==> config.mk <==
export PLATFORM = sky130hd
export DESIGN_NAME = mf3_median
export DESIGN_NICKNAME = d
export VERILOG_FILES = /design/src/rtl/mf3_pkg.sv /design/src/rtl/mf3_median.sv
export SDC_FILE = /design/constraint.sdc
export NUM_CORES = 2
export LEC_CHECK = 0
export BUFFER_PORTS_ARGS = -buffer_cell sky130_fd_sc_hd__buf_2
export CORE_MARGIN = 2
export CORE_UTILIZATION = 63
export CTS_CLUSTER_SIZE = 30
export DETAILED_ROUTE_END_ITERATION = 16
export GPL_ROUTABILITY_DRIVEN = 0
export GPL_TIMING_DRIVEN = 0
export PLACE_DENSITY = 0.83
export SYNTH_ARGS = -nofsm -noshare
export SYNTH_HDL_FRONTEND = slang
export SYNTH_SLANG_ARGS = --single-unit
==> constraint.sdc <==
create_clock -name aclk -period 6.01 [get_ports aclk]
set_input_delay 1.202 -clock aclk [delete_from_list [all_inputs] [get_ports aclk]]
set_output_delay 1.202 -clock aclk [all_outputs]
set_load 0.005 [all_outputs]
==> src/rtl/mf3_pkg.sv <==
// ----------------------------------------------------------------------------
// mf3_pkg
// Shared types, constants and a helper function for the 3x3 RGB median filter.
// ----------------------------------------------------------------------------
package mf3_pkg;

    // Pixel and window geometry.
    localparam int CH_W    = 8;
    localparam int NUM_CH  = 3;
    localparam int PIX_W   = CH_W * NUM_CH;
    localparam int WIN_N   = 9;
    localparam int COORD_W = 12;
    localparam int DIM_W   = 13;

    // A value is the median when fewer than five values lie below it and at
    // least five lie at or below it.
    localparam int MED_RANK = 5;

    // Centre queue between the median pipeline and the result sequencer.
    localparam int FIFO_DEPTH = 8;
    localparam int FIFO_AW    = $clog2(FIFO_DEPTH);
    localparam int CREDIT_W   = $clog2(FIFO_DEPTH + 1);

    // Configuration reset values and limits.
    localparam logic [DIM_W-1:0] FRAME_WIDTH_RST  = 13'd3840;
    localparam logic [DIM_W-1:0] FRAME_HEIGHT_RST = 13'd2160;
    localparam logic [DIM_W-1:0] DIM_LIMIT        = 13'd4096;
    localparam logic [DIM_W-1:0] DIM_MIN          = 13'd3;

    // Register indexes on the configuration port.
    localparam logic REG_FRAME_WIDTH  = 1'b0;
    localparam logic REG_FRAME_HEIGHT = 1'b1;

    typedef logic [PIX_W-1:0]            pixel_t;
    typedef logic [WIN_N-1:0][PIX_W-1:0] window_t;

    // Per-centre bookkeeping that travels beside the pixel data.
    typedef struct packed {
        logic               center;    // window complete, results follow
        logic               row_lo;    // centre row is 1: also write row 0
        logic               row_hi;    // centre row is H-2: also write row H-1
        logic               col_lo;    // centre column is 1: also write column 0
        logic               col_hi;    // centre column is W-2: also write W-1
        logic               frame_end; // last pixel of the frame
        logic [COORD_W-1:0] row_c;     // centre row
        logic [COORD_W-1:0] col_c;     // centre column
    } tag_t;

    typedef struct packed {
        tag_t   tag;
        pixel_t med;
    } centre_t;

    // Row and column phases of the border replication sequence.
    typedef enum logic [2:0] {
        PH_LO  = 3'b001,
        PH_MID = 3'b010,
        PH_HI  = 3'b100
    } phase_t;

    // Clamps a dimension to [3, hi] and returns the clamped value minus one.
    function automatic logic [COORD_W-1:0] dim_last(logic [DIM_W-1:0] v,
                                                    logic [DIM_W-1:0] hi);
        logic [DIM_W-1:0] t;
        if (v < DIM_MIN) begin
            t = DIM_MIN - 13'd1;
        end else if (v > hi) begin
            t = hi - 13'd1;
        end else begin
            t = v - 13'd1;
        end
        return t[COORD_W-1:0];
    endfunction

endpackage

==> src/rtl/mf3_median.sv <==
// ----------------------------------------------------------------------------
// mf3_median
// Two-stage rank-select median of the nine window values, per channel.
// ----------------------------------------------------------------------------
module mf3_median import mf3_pkg::*; (
    input  logic    aclk,
    input  logic    aresetn,
    input  logic    in_valid,
    input  tag_t    in_tag,
    input  window_t in_win,
    output logic    out_valid,
    output centre_t out_entry
);

    logic [NUM_CH-1:0][WIN_N-1:0] sel_next;
    logic [NUM_CH-1:0][WIN_N-1:0] sel_reg;
    window_t                      win_reg;
    tag_t                         tag_a_reg;
    logic                         valid_a_reg;
    pixel_t                       med_next;
    pixel_t                       med_reg;
    tag_t                         tag_b_reg;
    logic                         valid_b_reg;

    // Stage A: rank of every value among the nine, one flag per median hit.
    always_comb begin
        logic [3:0]      less_cnt;
        logic [3:0]      le_cnt;
        logic [CH_W-1:0] va;
        logic [CH_W-1:0] vb;
        sel_next = '0;
        for (int c = 0; c < NUM_CH; c++) begin
            for (int a = 0; a < WIN_N; a++) begin
                less_cnt = '0;
                le_cnt   = '0;
                va       = in_win[a][c*CH_W +: CH_W];
                for (int b = 0; b < WIN_N; b++) begin
                    vb = in_win[b][c*CH_W +: CH_W];
                    less_cnt = less_cnt + {3'd0, (vb < va)};
                    le_cnt   = le_cnt + {3'd0, (vb <= va)};
                end
                sel_next[c][a] = (less_cnt <= 4'(MED_RANK - 1)) &&
                                 (le_cnt >= 4'(MED_RANK));
            end
        end
    end

    // Stage B: every flagged value equals the median, so an OR merges them.
    always_comb begin
        med_next = '0;
        for (int c = 0; c < NUM_CH; c++) begin
            for (int a = 0; a < WIN_N; a++) begin
                if (sel_reg[c][a]) begin
                    med_next[c*CH_W +: CH_W] = med_next[c*CH_W +: CH_W] |
                                               win_reg[a][c*CH_W +: CH_W];
                end
            end
        end
    end

    // Pipeline control.
    always_ff @(posedge aclk) begin
        if (!aresetn) begin
            valid_a_reg <= 1'b0;
            valid_b_reg <= 1'b0;
        end else begin
            valid_a_reg <= in_valid;
            valid_b_reg <= valid_a_reg;
        end
    end

    // Pipeline payload.
    always_ff @(posedge aclk) begin
        sel_reg   <= sel_next;
        win_reg   <= in_win;
        tag_a_reg <= in_tag;
        med_reg   <= med_next;
        tag_b_reg <= tag_a_reg;
    end

    assign out_valid     = valid_b_reg;
    assign out_entry.tag = tag_b_reg;
    assign out_entry.med = med_reg;

    // Each complete window must flag at least one median candidate per
    // channel. Windows of border pixels may still hold undefined data.
    a_sel_found: assert property (@(posedge aclk) disable iff (!aresetn)
        (valid_a_reg && tag_a_reg.center) |-> ((sel_reg[0] != '0) &&
                                               (sel_reg[1] != '0) &&
                                               (sel_reg[2] != '0)))
        else $error("median stage found no candidate");

    // Every input item reaches the output through the stage A and stage B registers.
    a_latency: assert property (@(posedge aclk) disable iff (!aresetn)
        in_valid |=> ##1 valid_b_reg)
        else $error("median pipeline lost an item");

endmodule

# After elaboration in Yosys (flattened, before gate mapping)
# Cells that the tools add are included.
# word_totals
regBits,329
latchBits,0
ram_bits,0
mem_bits_ro,0
in_bits,249
out_inout_bits,55
wordCells,1081
n_memories,0
# classes
n_addsub,432
n_mul,0
div_mod_pow,0
magnitude_cmp,540
eq_ne,0
shifts,0
mux,27
bitwise,24
reduce_logical,27
# op_table
cell,count
<= comparator 8 bit,243
< comparator 8 bit,243
adder 4 x 1 -> 4 bit,270
adder 3 x 1 -> 4 bit,54
two-way mux 8 bit,27
bitwise OR 8 bit,24
adder 2 x 1 -> 3 bit,54
adder 1 x 1 -> 2 bit,54
">= comparator 4 x 3 -> 1 bit, second input constant",27
"<= comparator 4 x 3 -> 1 bit, second input constant",27
logical AND 1 bit,27

# Logic depth before layout (Yosys ltp)
# depth
word_depth,17
ltp_mapped,19
ltp_nobuf,19

# Worst setup path before layout
# OpenSTA, ideal clock, no wires.
# synth_path
kind,input to register
start,input port in_win[185] (netlist bit)
end,register sel_reg[25] (netlist bit)
setup_time_ps,95
arrival_ps,5135
required_time_ps,5915
slack_ps,779
stages,16
path_buffers,0
path_cell_list,inv_1 -> ha_1 -> nor2b_1 -> o211ai_1 -> a21oi_1 -> or2_1 -> fa_1 -> fa_1 -> inv_1 -> ha_1 -> inv_1 -> fa_1 -> fa_1 -> nand2_1 -> a221o_1 -> a221oi_1
# synth_lines
item,line,text
from (decl),mf3_median.sv:10,"input window_t in_win,"
to (signal assigned),mf3_median.sv:74,sel_reg <= sel_next;
to (decl),mf3_median.sv:16,logic [NUM_CH-1:0][WIN_N-1:0] sel_reg;

==> flow_summary.ini <==
[logic_synthesis]
syn_area_per_cell_um2 = 9.27
netlist_area_um2 = 37300
synth_nets = 5514
ys_seq_area_frac = 0.177
yosysTopAreaCell = ha_1
synth_top_cell_area_share = 0.344
synth_edf_count = 0
ys_ff_latch = 329
yosysWarningCount = 0
ys.flop_type = dfxtp_1
syn_inst = 4023
async_flop_share = 0
synth.distinct_cells = 44
synth_area_leaders = ha_1, dfxtp_1, fa_1

[clock_tree]
path_clk_slew_ns = 0.06
clockBufferDepth = 3
h-tree-depth = 2
ctsResizeCount = 0
tritoncts = built
clkSinkCount = 329
cts_hold_buffers = 0
cts.root.buffer_cell = clkbuf_16
clock_latency_ns = 0.59
postCtsSetupBuffers = 0
cts_buffers = 37

[floorplanning]
start_util = 0.634
dieWidth_um = 247
dieArea_um2 = 61100
ios = 304
fp-row-count = 89
core_um2 = 58800
die_y_um = 247

[placed_design]
dpl_cell_area_um2 = 39800
placement.io_buffers = 303
hpwl_um = 98100

[critical_path]
cp-start-kind = input pin
crit_fanout = 6
worstPathRequired_ns = 6.49
end_kind = register
worstSetupPathType = input pin to register
worstPathArrival_ns = 6.30

[sta]
max_clock_freq_ghz = 0.172
worst_slew_margin_rel = 0.421
timing.final.crit_share = 0.968
slew_viol_final = 0
skew_ns = 0.0195
fin_setup_tns_ns = 0
worst_slew_pin_slew_ns = 0.860
final-setup-viol-count = 0
rsz0062_at_grt = no
period_needed_ns = 5.82
hold_viol_final = 0

[flow_run]
maxCapViolCount = 0

[global_route]
grt_max_degree = 15
antenna_found_initial = 11
grt.total_usage = 0.394
grt_overflow = 0
grt_pass1_wl_um = 183000
grt_pass1_vias = 33000

[drt]
vias = 34300
wl_per_cell_um = 23.7
route.detailed.drc = 0
first_pass_iters = 6
detail-route-antenna-nets = 0
avgViaCountPerCell = 6.63
drt_iter0_drc = 3429
wl_um = 123000

[finish]
final_common_cell = ha_1
areaGrowthSynthToFinish_pct = 10.1
final_cell_mix = ha_1, inv_1, a21oi_1, dfxtp_1, buf_2
ff_latch_area_um2 = 6590
fin_area_um2 = 41100
layout-drive-gt1-share = 0.0936
multi_input_area_um2 = 28800
largest_reg_flops = 216
fillers = 4610
finalNetCount = 5856

[power]
power_leakage_nw = 20.6
p_per_area_nw_per_um2 = 295
ir_drop_uv = 295

[worst_hold_path]
hp-class = register to register

[run_status]
status = finished clean
[power by group]
part	switching, mW	internal [mW]
sequential	0.0910	2.45
clock	1.02	1.39
combinational	4.21	2.95
[routing by layer]
metal	track usage	routed length, um
met1	0.497	45500
met2	0.605	51700
met3	0.0844	15800
met4	0.266	9500
met5	0	52
[cells by family after synthesis]
family,count (synthesis),share of synthesized area
fa+ha+maj,1242,0.460
xor+xnor,27,0.00634
compound gates,1108,0.191
flops,329,0.177
buf+inv,496,0.0502
simple gates,821,0.115
[worst paths after layout]
kind | start | to | slack, ns | depth (start not counted)
setup / recovery | in_win[117] | sel_reg[22] | 0.19 | 17
hold / removal | tag_a_reg[6] | out_entry[30] | 0.32 | 0
setup reg to reg | sel_reg[14] | med_reg[15] | 4.11 | 4
hold reg to reg | tag_a_reg[6] | out_entry[30] | 0.32 | 0
[per-stage QoR]
step	hold slack (ns)	instances	power, mW	utilization	setup WS (ns)
after floorplan	0.310	4023	7.46	-	0.779
after global placement	0.310	5099	9.19	0.676	-0.0154
after detailed placement	0.312	5099	9.55	0.676	-0.0839
after CTS	0.326	5166	12.0	0.698	0.482
after global routing	0.329	5168	13.1	0.698	0.0374
final	0.325	5172	12.1	0.698	0.190
[critical path, cell delays in order]
cell      delay, ns
buf_2          0.22
inv_1          0.13
ha_1           0.31
a21oi_1        0.17
nor2_1         0.07
a211oi_1       0.72
a21boi_0       0.50
fa_1           0.69
inv_1          0.08
fa_1           0.53
inv_1          0.05
fa_1           0.49
ha_1           0.23
fa_1           0.38
xnor2_1        0.14
nand2_1        0.07
a221oi_1       0.31
[synthesized netlist by cell type (8+ instances only)]
master and n:
ha_1 1026, inv_1 469, a21oi_1 414, dfxtp_1 329
fa_1 216, nand4_1 206, nor2_1 180, nand2_1 167
o21ai_0 141, nor2b_1 114, o211ai_1 80, a31oi_1 76
a21o_1 67, o22a_1 56, o22ai_1 39, a211oi_1 38
a221oi_1 34, nor3b_1 33, or2_2 30, o211a_1 26
a22o_1 25, o21bai_1 25, a222oi_1 24, a22oi_1 24
nand2b_1 24, nand3_1 24, clkbuf_1 15, or2_1 14
xor2_1 14, xnor2_1 13, a21boi_0 9, nor3_1 9
and3_1 8, and4_1 8, o2bb2ai_1 8
[area by class of cell]
type                    instances  area share
diodes                          6    0.000366
plain buffers                  27     0.00268
clock buffers                  47      0.0247
clock inverters                20     0.00631
inverters                     469      0.0429
multi-input cells            3198       0.702
flip-flops and latches        329       0.160
well taps                     773      0.0236
repair buffers                303      0.0369
(Power assumes the default switching activity.)
