$ cat config.mk
export PLATFORM = sky130hd
export DESIGN_NAME = mf3_emitter
export DESIGN_NICKNAME = d
export VERILOG_FILES = /design/src/rtl/mf3_pkg.sv /design/src/rtl/mf3_emitter.sv
export SDC_FILE = /design/constraint.sdc
export NUM_CORES = 1
export LEC_CHECK = 0
export BUFFER_PORTS_ARGS = -buffer_cell sky130_fd_sc_hd__clkbuf_2
export CAP_MARGIN = 10
export CORE_UTILIZATION = 38
export DETAILED_ROUTE_END_ITERATION = 7
export PLACE_DENSITY = 0.55
export SLEW_MARGIN = 20
export SYNTH_ARGS = -nofsm -noshare
export SYNTH_HDL_FRONTEND = slang
export SYNTH_SLANG_ARGS = --single-unit
$ cat constraint.sdc
create_clock -name aclk -period 8.25 [get_ports aclk]
set_clock_uncertainty 0.1 [all_clocks]
set_input_delay 0.825 -clock aclk [delete_from_list [all_inputs] [get_ports aclk]]
set_output_delay 0.825 -clock aclk [all_outputs]
set_load 0.05 [all_outputs]
$ cat src/rtl/mf3_pkg.sv
// ----------------------------------------------------------------------------
// mf3_pkg
// Shared types, constants and a helper function for the 3x3 RGB median filter.
// ----------------------------------------------------------------------------
package mf3_pkg;

    // Pixel and window geometry.
    localparam int CH_W    = 8;
    localparam int NUM_CH  = 3;
    localparam int PIX_W   = CH_W * NUM_CH;
    localparam int WIN_N   = 9;
    localparam int COORD_W = 12;
    localparam int DIM_W   = 13;

    // A value is the median when fewer than five values lie below it and at
    // least five lie at or below it.
    localparam int MED_RANK = 5;

    // Centre queue between the median pipeline and the result sequencer.
    localparam int FIFO_DEPTH = 8;
    localparam int FIFO_AW    = $clog2(FIFO_DEPTH);
    localparam int CREDIT_W   = $clog2(FIFO_DEPTH + 1);

    // Configuration reset values and limits.
    localparam logic [DIM_W-1:0] FRAME_WIDTH_RST  = 13'd3840;
    localparam logic [DIM_W-1:0] FRAME_HEIGHT_RST = 13'd2160;
    localparam logic [DIM_W-1:0] DIM_LIMIT        = 13'd4096;
    localparam logic [DIM_W-1:0] DIM_MIN          = 13'd3;

    // Register indexes on the configuration port.
    localparam logic REG_FRAME_WIDTH  = 1'b0;
    localparam logic REG_FRAME_HEIGHT = 1'b1;

    typedef logic [PIX_W-1:0]            pixel_t;
    typedef logic [WIN_N-1:0][PIX_W-1:0] window_t;

    // Per-centre bookkeeping that travels beside the pixel data.
    typedef struct packed {
        logic               center;    // window complete, results follow
        logic               row_lo;    // centre row is 1: also write row 0
        logic               row_hi;    // centre row is H-2: also write row H-1
        logic               col_lo;    // centre column is 1: also write column 0
        logic               col_hi;    // centre column is W-2: also write W-1
        logic               frame_end; // last pixel of the frame
        logic [COORD_W-1:0] row_c;     // centre row
        logic [COORD_W-1:0] col_c;     // centre column
    } tag_t;

    typedef struct packed {
        tag_t   tag;
        pixel_t med;
    } centre_t;

    // Row and column phases of the border replication sequence.
    typedef enum logic [2:0] {
        PH_LO  = 3'b001,
        PH_MID = 3'b010,
        PH_HI  = 3'b100
    } phase_t;

    // Clamps a dimension to [3, hi] and returns the clamped value minus one.
    function automatic logic [COORD_W-1:0] dim_last(logic [DIM_W-1:0] v,
                                                    logic [DIM_W-1:0] hi);
        logic [DIM_W-1:0] t;
        if (v < DIM_MIN) begin
            t = DIM_MIN - 13'd1;
        end else if (v > hi) begin
            t = hi - 13'd1;
        end else begin
            t = v - 13'd1;
        end
        return t[COORD_W-1:0];
    endfunction

endpackage

$ cat src/rtl/mf3_emitter.sv
// ----------------------------------------------------------------------------
// mf3_emitter
// Centre queue and result sequencer: expands each centre into its one to
// nine border-replicated results and drives the output register.
// ----------------------------------------------------------------------------
module mf3_emitter import mf3_pkg::*; (
    input  logic        aclk,
    input  logic        aresetn,
    input  logic        in_valid,
    input  centre_t     in_entry,
    input  logic        m_tready,
    output logic        m_tvalid,
    output logic [47:0] m_tdata,   // out_row, out_col, med0, med1, med2
    output logic        m_tlast,   // run_last
    output logic [0:0]  m_tuser,   // frame_last
    output logic        retire
);

    centre_t                fifo_reg [FIFO_DEPTH];
    logic [FIFO_AW-1:0]     wr_ptr_reg;
    logic [FIFO_AW-1:0]     rd_ptr_reg;
    logic [CREDIT_W-1:0]    cnt_reg;
    logic                   started_reg;
    phase_t                 rph_reg;
    phase_t                 cph_reg;
    logic                   valid_reg;
    logic [COORD_W-1:0]     row_reg;
    logic [COORD_W-1:0]     col_reg;
    pixel_t                 med_reg;
    logic                   last_reg;
    logic                   flast_reg;

    centre_t                head;
    logic                   push;
    logic                   pop;
    logic                   load;
    phase_t                 cur_r;
    phase_t                 cur_c;
    phase_t                 start_c;
    phase_t                 rph_next;
    phase_t                 cph_next;
    logic                   r_last;
    logic                   c_last;
    logic                   last;
    logic [COORD_W-1:0]     row_val;
    logic [COORD_W-1:0]     col_val;

    assign head = fifo_reg[rd_ptr_reg];
    assign push = in_valid && in_entry.tag.center;
    assign load = (cnt_reg != '0) && (!valid_reg || m_tready);
    assign pop  = load && last;

    // Current phases: a fresh head entry starts at its first row and column.
    assign start_c = head.tag.col_lo ? PH_LO : PH_MID;
    assign cur_r   = started_reg ? rph_reg : (head.tag.row_lo ? PH_LO : PH_MID);
    assign cur_c   = started_reg ? cph_reg : start_c;

    assign r_last = (cur_r == PH_HI) || ((cur_r == PH_MID) && !head.tag.row_hi);
    assign c_last = (cur_c == PH_HI) || ((cur_c == PH_MID) && !head.tag.col_hi);
    assign last   = r_last && c_last;

    // Coordinates of the result in the current phase.
    always_comb begin
        unique case (cur_r)
            PH_LO:   row_val = '0;
            PH_MID:  row_val = head.tag.row_c;
            PH_HI:   row_val = head.tag.row_c + 12'd1;
            default: row_val = '0;
        endcase
        unique case (cur_c)
            PH_LO:   col_val = '0;
            PH_MID:  col_val = head.tag.col_c;
            PH_HI:   col_val = head.tag.col_c + 12'd1;
            default: col_val = '0;
        endcase
    end

    // Columns advance first; at the end of a row the column phase restarts.
    always_comb begin
        if (c_last) begin
            cph_next = start_c;
            rph_next = (cur_r == PH_LO) ? PH_MID : PH_HI;
        end else begin
            cph_next = (cur_c == PH_LO) ? PH_MID : PH_HI;
            rph_next = cur_r;
        end
    end

    // Queue pointers, sequencer state and output valid.
    always_ff @(posedge aclk) begin
        if (!aresetn) begin
            wr_ptr_reg  <= '0;
            rd_ptr_reg  <= '0;
            cnt_reg     <= '0;
            started_reg <= 1'b0;
            rph_reg     <= PH_MID;
            cph_reg     <= PH_MID;
            valid_reg   <= 1'b0;
        end else begin
            if (push) begin
                wr_ptr_reg <= wr_ptr_reg + FIFO_AW'(1);
            end
            if (pop) begin
                rd_ptr_reg <= rd_ptr_reg + FIFO_AW'(1);
            end
            cnt_reg <= cnt_reg + CREDIT_W'(push) - CREDIT_W'(pop);
            if (load) begin
                started_reg <= !last;
                rph_reg     <= rph_next;
                cph_reg     <= cph_next;
                valid_reg   <= 1'b1;
            end else if (m_tready) begin
                valid_reg <= 1'b0;
            end
        end
    end

    // Queue storage and output payload.
    always_ff @(posedge aclk) begin
        if (push) begin
            fifo_reg[wr_ptr_reg] <= in_entry;
        end
        if (load) begin
            row_reg   <= row_val;
            col_reg   <= col_val;
            med_reg   <= head.med;
            last_reg  <= last;
            flast_reg <= last && head.tag.frame_end;
        end
    end

    assign m_tvalid   = valid_reg;
    assign m_tdata    = {med_reg, col_reg, row_reg};
    assign m_tlast    = last_reg;
    assign m_tuser[0] = flast_reg;
    assign retire     = pop;

    // The credit scheme upstream must keep the queue from overflowing.
    a_no_overflow: assert property (@(posedge aclk) disable iff (!aresetn)
        push |-> ((cnt_reg < CREDIT_W'(FIFO_DEPTH)) || pop))
        else $error("centre queue overflow");

    // A centre is only retired from a non-empty queue.
    a_no_underflow: assert property (@(posedge aclk) disable iff (!aresetn)
        pop |-> (cnt_reg != '0))
        else $error("centre queue underflow");

    // The frame's final result also closes its run.
    a_frame_closes_run: assert property (@(posedge aclk) disable iff (!aresetn)
        (m_tvalid && m_tuser[0]) |-> m_tlast)
        else $error("frame end without run end");

endmodule

* After elaboration in Yosys (flattened, before gate mapping)
Memories as Yosys holds them, arrays and structs flattened. A register that Yosys moved wholly into a read port is not among the register bits. Index checks and enable logic that the tools add are counted.
Cells by class: add/subtract/negate cells 6, multiply operators 0, divide/modulo/power cells 0, $lt $le $gt $ge 0, equality and inequality tests 6, shift-type cells 0, mux-type cells 16, bitwise operators 0, reduce and logical (&&, ||, !) cells 16
Operators by type and width (count):
- $pmux 12 s2 | 2
- $add 12x1->12 const B | 2
- $mux 3 | 8
- $logic_and 1x1->1 | 7
- $add 3x1->3 const B | 2
- $eq 3x1->1 const B | 2
- $eq 3x2->1 const B | 2
- $eq 3x3->1 const B | 2
- $add 4x1->4 | 1
- $logic_not 1->1 | 4
- $mux 1 | 4
- $mux 2 | 2
- $reduce_bool 4->1 | 1
- $sub 4x1->4 | 1
- $logic_or 1x1->1 | 3
- $reduce_bool 2->1 | 1
Storage, ports and cells: register bits after elaboration 68, latch bits 0, memory bits (writable) 432, ROM bits 0, logic and storage cells 57, memories kept 1
Memory list:
- fifo_reg | words 8, bits a word 54, read ports 1, clocked after memory_dff 1, write ports 1, RTL line mf3_emitter.sv:19 | centre_t fifo_reg [FIFO_DEPTH];

* Longest topological paths before layout
Gate-level depths: netlist of run 1.
depth after elaboration 9, mapped depth 13, mapped depth without buffers 11

* Worst setup path before layout of run 1
OpenSTA, ideal clock, no wires.
kind input to register, start input in_valid, end memory fifo_reg[0][0] (netlist bit) (enable), arrival 6045 ps, required time 7555 ps, slack 1510 ps, stages on the path 2, cells stage by stage nand2_1 nor4_1
Between the ends: cells in the longest elaborated chain, start to end 3
RTL lines:
- from (decl) | RTL line mf3_emitter.sv:9 | input logic in_valid,
- $logic_and 1x1->1 | RTL line mf3_emitter.sv:49 | assign push = in_valid && in_entry.tag.center;
- $mux 1 | RTL line mf3_emitter.sv:120 | if (push) begin
- $mux 1 (not written as such) | RTL line mf3_emitter.sv:121 | fifo_reg[wr_ptr_reg] <= in_entry;
- to (decl) | RTL line mf3_emitter.sv:19
Every way passes these cells.

==> out/metrics.yaml, run 1 <==
p_leak_nw: 6.995
cts_buffers: 50
ys_seq_elements: 495
vdd_drop_max_v: 0.0001706
cts_tree: "yes"
clkSlewWorstSetupHoldPaths_ps: 60
grt_pass1_vias: 9435
hold_class: "flip-flop to flip-flop"
post-route-period-util_pct: 64.30
drive_above_1_share_pct: 31.52
nets: 1096
die_h_um: 226.3
synth_cells: 893
status: "finished clean"
path_buf_inv: 2
cts.sink_count: 495
routedWlPerCell_um: 22.37
layoutNonFillerInstCount: 1734
grt_max_degree: 58
clk_latency_ps: 590
cp_slowest_stage_delay_ps: 840
overflow: 0
critPathTopFamily: "compound AO/OA/AOI/OAI gates"
drt-met1-wl_um: 17430
syn_avg_cell_area_um2: 21.41
ys_seq_area_share_pct: 76.63
grt_usage_pct: 15.68
met3_length_um: 1977
finalSetupViolCount: 0
regToRegEndpoint: "cnt_reg[2]"
maxCapViolCount: 0
worstPathCellList: "buf_4 -> mux2i_1 -> mux4_2 -> o21ai_1 -> o21a_1 -> nor3_4 -> clkbuf_2"
pin_count: 110
p_per_area_mw_per_mm2: 290.7
tightest_slew_ps: 1059
port_buffers: 109
relSlewSlack_pct: 28.96
synth_cell_types: 50
drt-total-wl_um: 38800
yosysWarnings: 0
worst_setup_path_start_kind: "flip-flop"
hp-start: "rd_ptr_reg[1]"
drt-initial-drc-count: 601
cts_hold_buf: 0
vias_per_cell: 5.148
dieArea_mm2: 0.05122
critPathMaxFanout: 35
h-tree-depth: 2
whs_path_depth: 2
dpl.hpwl_um: 20190
crit_slowest_cell: "o21ai_1"
final-max-slew-violation-count: 0
n_fill_cell: 4245
antenna_found_initial: 6
die_w_um: 226.3
r2r_slack_ps: 3510
crit_arrival_ps: 4380
rsz0062_at_grt: "false"
worst_setup_path_end_kind: "output port"
largest_reg_flops: 424
ant_nets: 0
clockBufferDepth: 3
syn_to_final_growth_pct: 15.64
place_inst: 1641
top_layer: "met5"
initial_core_util_pct: 38.82
hold_violations: 0
gp_congestion: 0.7272
period_minus_slack_ps: 5305
fin_setup_tns_ps: 0
drtPass1Iterations: 5
dr_total_vias: 8926
dr_wl_met2_um: 18610
core_region_area_mm2: 0.04925
placement_rows: 81
crit_type: "flip-flop to output port"
grt_first_pass_wirelength_um: 58710
fmax_mhz: 188.5
drc: 0
synth_nets: 960
r2r_cells: 11
hold_end: "rd_ptr_reg[1]"
netlist_area_mm2: 0.01912
ctsResizeCount: 0
post_cts.repair.setup_buffers: 0
required_ps: 7320
cts_root_buffer: "clkbuf_16"
==> cell families (layout without fill, tap and decap cells) <==
group / Yosys count / in the layout / share of synthesized area (%)
buffers and inverters: 52 / 228 / 1.328
xor gates and xnor gates: 22 / 22 / 1.008
muxes: 170 / 170 / 16.00
other: 0 / 1 / 0
adders and majority gates: 9 / 9 / 0.6282
DFF: 495 / 495 / 76.63
and+or+nand+nor: 88 / 88 / 2.493
AOI/OAI and AO/OA: 57 / 57 / 1.904
==> cell type report <==
class                           count  area, µm²  area share (%)
Multi-Input combinational cell    346       4263           19.28
Timing Repair Buffer              122      643.1           2.908
Sequential cell                   495      14670           66.32
Clock inverter                     31      364.1           1.646
Clock buffer                       61       1292           5.845
Antenna cell                        1      2.502         0.01132
Inverter                           14      52.55          0.2376
Tap cell                          664      830.8           3.757
==> cells in the final DEF (no fill, tap or decap), types with 15 or more instances in the layout <==
cell / instances
clkbuf_16: 50
clkbuf_2: 109
dfxtp_1: 18
edfxtp_1: 474
mux2_2: 28
mux2i_1: 38
mux4_2: 98
nand2_1: 19
nor2_1: 15
o22ai_1: 19
==> cells in the mapped netlist (all sizes together) <==
cell / count / area share, %
or3: 2 / 0.065
and2: 2 / 0.065
o31ai: 2 / 0.078
a221oi: 2 / 0.092
o22ai: 19 / 0.62
o21a: 2 / 0.12
edfxtp: 474 / 74
nor4: 3 / 0.098
o21ai: 9 / 0.24
nand3: 12 / 0.31
nand2: 19 / 0.37
nor2b: 5 / 0.16
mux4: 104 / 12
fa: 1 / 0.10
nand3b: 5 / 0.20
nor3: 8 / 0.27
clkbuf: 15 / 0.29
dfxtp: 21 / 2.2
ha: 8 / 0.52
or4: 1 / 0.059
a211oi: 2 / 0.078
nor3b: 2 / 0.078
mux2: 28 / 1.6
nand2b: 5 / 0.20
xor2: 9 / 0.41
o31a: 1 / 0.046
o32ai: 1 / 0.046
clkinv: 1 / 0.020
a31oi: 3 / 0.098
nor2: 18 / 0.35
xnor2: 13 / 0.60
buf: 23 / 0.76
and4bb: 1 / 0.065
inv: 13 / 0.26
nand4: 3 / 0.098
a21o: 2 / 0.078
nand4b: 2 / 0.092
a22oi: 2 / 0.078
a22o: 1 / 0.046
mux2i: 38 / 2.0
a21oi: 11 / 0.29
==> worst reg2reg max path: stages (launching register included) <==
cell and delay (ps):
dfxtp_4 730, buf_4 690, mux2i_1 200, mux4_2 540, o21ai_1 840, o21a_1 390, nor3_4 140, xnor2_1 160
ha_1 230, fa_1 400, xnor2_1 160, nor2_1 50
==> where the power goes <==
part	internal (mW)	leakage, nW	total, mW	switching [mW]
clock network	1.34	0.817	2.28	0.940
logic	0.278	1.69	1.08	0.805
registers	2.98	4.49	3.07	0.0871
total	4.60	6.99	6.43	1.83
==> worst max path at each step <==
| stage | slack [ps] | start | depth (start not counted) | endpoint |
|---|---|---|---|---|
| after global routing | 2590 | flip-flop | 7 | retire |
| after detailed placement | 3430 | flip-flop | 11 | cnt_reg[2] |
| after floorplan | 1510 | in_valid | 2 | fifo_reg[0][0] |
| after CTS | 2830 | flip-flop | 7 | retire |
| after global placement | 3480 | flip-flop | 11 | cnt_reg[2] |
| final | 2950 | flip-flop | 7 | retire |
==> metal layers <==
layer / up-vias / GRT usage [%]
li1: 3990 / -
met2: 176 / 25.36
met3: 63 / 3.447
met1: 4687 / 21.31
met5: - / 0
met4: 10 / 4.555
==> per-stage QoR <==
| stage | hold slack [ps] | util (%) | area, µm² | worst slack, ps | power, mW |
|---|---|---|---|---|---|
| 2_1_floorplan | 352.7 | - | 19120 | 1510 | 3.917 |
| 3_3_place_gp | 368.0 | 41.53 | 20450 | 3483 | 4.207 |
| 3_5_place_dp | 375.0 | 41.53 | 20450 | 3434 | 4.215 |
| 4_1_cts | 357.6 | 44.89 | 22110 | 2832 | 6.519 |
| 5_1_grt | 394.9 | 44.89 | 22110 | 2590 | 6.668 |
| 6_report | 395.7 | 44.90 | 22110 | 2945 | 6.428 |
Power figures use the tool's default switching activity.
==> run 2: changes to the inputs <==
Settings changed: PLACE_DENSITY 0.55 to 0.57.
Clock period 8.25 ns to 4.4 ns, I/O delays scaled along.
==> out/metrics.yaml, run 2 (same netlist as run 1, synthesis figures left out) <==
drc: 0  # unchanged
cts.sink_count: 495  # unchanged
path_buf_inv: 1  # -1
seqPwrFrac_pct: 47.4  # -0.3 points
critPathTopFamily: "flip-flops"
power.switching_mw: 3.428  # +87%
clk_latency_ps: 580  # about the same
layoutNonFillerInstCount: 1739  # +0.29%
place_inst: 1649  # +0.49%
p_leak_nw: 7.034  # +0.56%
drt-initial-drc-count: 577  # -4.0%
gp_congestion: 0.7464  # +2.6%
post_cts.repair.setup_buffers: 0  # unchanged
h-tree-depth: 2  # unchanged
syn_to_final_growth_pct: 16.14
die_w_um: 226.3  # unchanged
dr_total_vias: 8871  # -0.62%
drt-total-wl_um: 38470  # -0.85%
final_common_cell: "edfxtp_1"
final-max-slew-violation-count: 0  # unchanged
fmax_mhz: 258.6
pin_count: 110  # unchanged
power_frac_comb_pct: 17.1  # +0.3 points
worstPathCellList: "mux4_2 -> mux2_2 -> o21a_1 -> nor3_4 -> clkbuf_2"
worst_setup_path_start_kind: "flip-flop"
cts_hold_buf: 0  # unchanged
dpl_worst_slack_ps: 760.4  # -2674 ps
dieArea_mm2: 0.05122  # unchanged
dpl.hpwl_um: 20780  # +2.9%
rsz0062_at_grt: "false"
port_buffers: 109  # unchanged
grt_pass1_vias: 9261  # -1.8%
grt_max_degree: 54  # -6.9%
crit_type: "flip-flop to output port"
nets: 1104  # +0.73%
period_minus_slack_ps: 3868
ctsResizeCount: 0  # unchanged
cts_root_buffer: "clkbuf_16"
vdd_drop_max_v: 0.0003220  # +89%
fin_setup_tns_ps: 0  # unchanged
grt_usage_pct: 15.40  # -0.29 points
critPathMaxFanout: 50  # +43%
required_ps: 3860  # -3460 ps
grt_first_pass_wirelength_um: 57900  # -1.4%
final_cell_mix: "edfxtp_1, clkbuf_2, mux4_2, clkbuf_16, mux2i_1"
whs_ps: 35.41  # -360.3 ps
post-route-period-util_pct: 87.90
status: "finished clean"
routedWlPerCell_um: 22.12  # -1.1%
p_per_area_mw_per_mm2: 545.5  # +88%
p_int_mw: 8.686  # +89%
antenna_found_initial: 4  # -2
vias_per_cell: 5.101  # -0.90%
ant_nets: 0  # unchanged
cts_tree: "yes"
dr_wl_met2_um: 18400  # -1.2%
cp_slowest_stage_delay_ps: 920  # +80 ps
met3_length_um: 2225  # +13%
setup_slack_ps: 532.5  # -2413 ps
tightest_slew_ps: 1024  # -34.29 ps
largest_reg_flops: 424  # unchanged
die_h_um: 226.3  # unchanged
clkSlewWorstSetupHoldPaths_ps: 60  # about the same
relSlewSlack_pct: 31.62  # +2.7 points
switching_share_pct: 28.30  # -0.20 points
overflow: 0  # unchanged
finalSetupViolCount: 0  # unchanged
placement_rows: 81  # unchanged
p_clk_share_pct: 35.5  # about the same
crit_slowest_cell: "dfxtp_4"
core_region_area_mm2: 0.04925  # unchanged
r2r_slack_ps: 760  # -2750 ps
fin_total_pwr_mw: 12.11  # +88%
hold_violations: 0  # unchanged
worst_setup_path_end_kind: "output port"
hold_class: "primary input to flip-flop"
crit_arrival_ps: 3330  # -1050 ps
clockBufferDepth: 3  # unchanged
drt-met1-wl_um: 17130  # -1.7%
maxCapViolCount: 0  # unchanged
top_layer: "met5"
drtPass1Iterations: 5  # unchanged
cts_buffers: 50  # unchanged
drive_above_1_share_pct: 32.12  # +0.60 points
initial_core_util_pct: 38.82  # unchanged
-- run 2: cell type report --
class,instances,area (µm²)
Antenna cell,1,2.502
Clock buffer,57,1277
Clock inverter,32,399.1
Fill cell,4234,27050
Inverter,14,52.55
Multi-Input combinational cell,346,4278
Sequential cell,495,14670
Tap cell,664,830.8
Timing Repair Buffer,130,703.2
-- run 2: worst register-to-register path: stages (launching register included) --
cell and delay [ps]:
dfxtp_4 920, mux4_2 450, mux2_2 300, o21a_1 290, nor3_4 450, nand2_1 180, ha_1 320, a21o_1 160
a21oi_1 170, xnor2_1 130, nor2_1 50
-- run 2: through the flow --
step / cell area, µm² / util, %
2_1_floorplan: 19130 / -
3_3_place_gp: 20530 / 41.68
3_5_place_dp: 20530 / 41.68
4_1_cts: 22210 / 45.08
5_1_grt: 22210 / 45.08
6_report: 22210 / 45.09
-- run 2: worst paths after layout --
kind,from,to,cells after the start
max,flip-flop,retire,5
min,in_entry[8],fifo_reg[2][8],1
max reg2reg,flip-flop,cnt_reg[3],10
min reg2reg,cph_reg[2],cph_reg[2],2
-- run 2: power groups by stage --
stage	logic [mW]	clock network, mW	registers [mW]
6_report	2.07	4.30	5.74
4_1_cts	2.11	4.42	5.75
2_1_floorplan	0.727	0	6.61
3_3_place_gp	2.09	0	5.85
5_1_grt	2.21	4.59	5.78
3_5_place_dp	2.10	0	5.84
-- run 2: routing by layer --
metal,up-vias,track usage (%)
li1,3993,-
met1,4616,20.92
met2,199,25.11
met3,57,3.486
met4,6,3.814
met5,-,0
==> run 3: changes to the inputs <==
Settings changed: CELL_PAD_IN_SITES_DETAIL_PLACEMENT set to 0, CELL_PAD_IN_SITES_GLOBAL_PLACEMENT set to 2, PLACE_DENSITY 0.57 to 0.69.
==> out/metrics.yaml, run 3 (same netlist as run 1, synthesis figures left out) <==
post_cts.repair.setup_buffers: 0  # unchanged
largest_reg_flops: 424  # unchanged
place_inst: 1647  # -0.12%
cts_hold_buf: 34  # +34
syn_to_final_growth_pct: 18.83
ctsResizeCount: 0  # unchanged
drt-total-wl_um: 39440  # +2.5%
rsz0062_at_grt: "false"
core_region_area_mm2: 0.04925  # unchanged
dr_total_vias: 9033  # +1.8%
critPathMaxFanout: 20  # -60%
clockBufferDepth: 3  # unchanged
antenna_found_initial: 4  # unchanged
die_h_um: 226.3  # unchanged
drive_above_1_share_pct: 31.21  # -0.91 points
vias_per_cell: 5.075  # -0.52%
worst_setup_path_start_kind: "flip-flop"
fin_total_pwr_mw: 12.52  # +3.4%
dpl_worst_slack_ps: 791.8  # +31.35 ps
drtPass1Iterations: 4  # -1
hold_class: "primary input to flip-flop"
initial_core_util_pct: 38.82  # unchanged
critPathTopFamily: "flip-flops"
path_buf_inv: 2  # +1
finalSetupViolCount: 0  # unchanged
final_cell_mix: "edfxtp_1, clkbuf_2, mux4_2, clkbuf_16, mux2i_1"
port_buffers: 109  # unchanged
dpl.hpwl_um: 21030  # +1.2%
final-max-slew-violation-count: 0  # unchanged
pin_count: 110  # unchanged
relSlewSlack_pct: 30.92  # -0.70 points
worst_setup_path_end_kind: "output port"
period_minus_slack_ps: 3842  # -25.59 ps
h-tree-depth: 2  # unchanged
whs_ps: 27.37  # -8.036 ps
nets: 1138  # +3.1%
cts_tree: "yes"
grt_pass1_vias: 9568  # +3.3%
place_area_mm2: 0.02054  # about the same
setup_slack_ps: 558.0  # +25.59 ps
stdcell_area_mm2: 0.02272  # +2.3%
p_leak_nw: 7.254  # +3.1%
routedWlPerCell_um: 22.16  # +0.17%
overflow: 0  # unchanged
required_ps: 3860  # about the same
cp_slowest_stage_delay_ps: 600  # -320 ps
ant_nets: 0  # unchanged
fin_setup_tns_ps: 0  # unchanged
dieArea_mm2: 0.05122  # unchanged
cts_buffers: 52  # +4.0%
cts_root_buffer: "clkbuf_16"
vdd_drop_max_v: 0.0005046  # +57%
clk_latency_ps: 610  # +30 ps
grt_max_degree: 54  # unchanged
final_util_pct: 46.13  # +1.0 points
crit_type: "flip-flop to output port"
worstPathCellList: "mux4_2 -> nand2b_4 -> a22o_1 -> buf_4 -> o21a_4 -> nor3_4 -> clkbuf_2"
post-route-period-util_pct: 87.32  # -0.58 points
fmax_mhz: 260.3  # +0.67%
grt_usage_pct: 15.98  # +0.59 points
crit_arrival_ps: 3300  # -30 ps
grt_first_pass_wirelength_um: 59450  # +2.7%
maxCapViolCount: 0  # unchanged
clkSlewWorstSetupHoldPaths_ps: 60  # about the same
die_w_um: 226.3  # unchanged
layoutNonFillerInstCount: 1780  # +2.4%
final_common_cell: "edfxtp_1"
placement_rows: 81  # unchanged
gp_congestion: 0.7042  # -5.7%
p_per_area_mw_per_mm2: 551.1  # +1.0%
status: "finished clean"
hold_violations: 0  # unchanged
crit_slowest_cell: "dfxtp_4"
cts.sink_count: 495  # unchanged
tightest_slew_ps: 1036  # +11.95 ps
drc: 0  # unchanged
drt-initial-drc-count: 554  # -4.0%
==> run 3: cell type report <==
type | instances | area (µm²)
Sequential cell | 495 | 14670
Antenna cell | 1 | 2.502
Fill cell | 4225 | 26530
Timing Repair Buffer | 162 | 1054
Clock buffer | 61 | 1356
Clock inverter | 37 | 484.2
Multi-Input combinational cell | 346 | 4278
Tap cell | 664 | 830.8
Inverter | 14 | 52.55
==> run 3: power breakdown <==
group	internal, mW	switching, mW	total (mW)	leakage (nW)
combinational	0.557	1.51	2.07	1.86
clock	2.86	1.83	4.69	0.902
sequential	5.58	0.179	5.76	4.49
total	9.00	3.52	12.5	7.25
==> run 3: final timing paths <==
kind | start | to | slack (ps) | cells past startpoint
hold reg to reg | cph_reg[2] | cph_reg[2] | 380 | 2
hold / removal | in_entry[42] | fifo_reg[4][42] | 30 | 1
setup / recovery | flip-flop | retire | 560 | 7
setup reg to reg | flip-flop | cnt_reg[2] | 830 | 11
==> run 3: layer usage <==
metal	vias up	wire (µm)	track usage [%]
li1	4074	-	-
met1	4694	17900	21.93
met2	199	18760	25.63
met3	64	1929	3.240
met4	2	837	5.100
met5	-	17	0
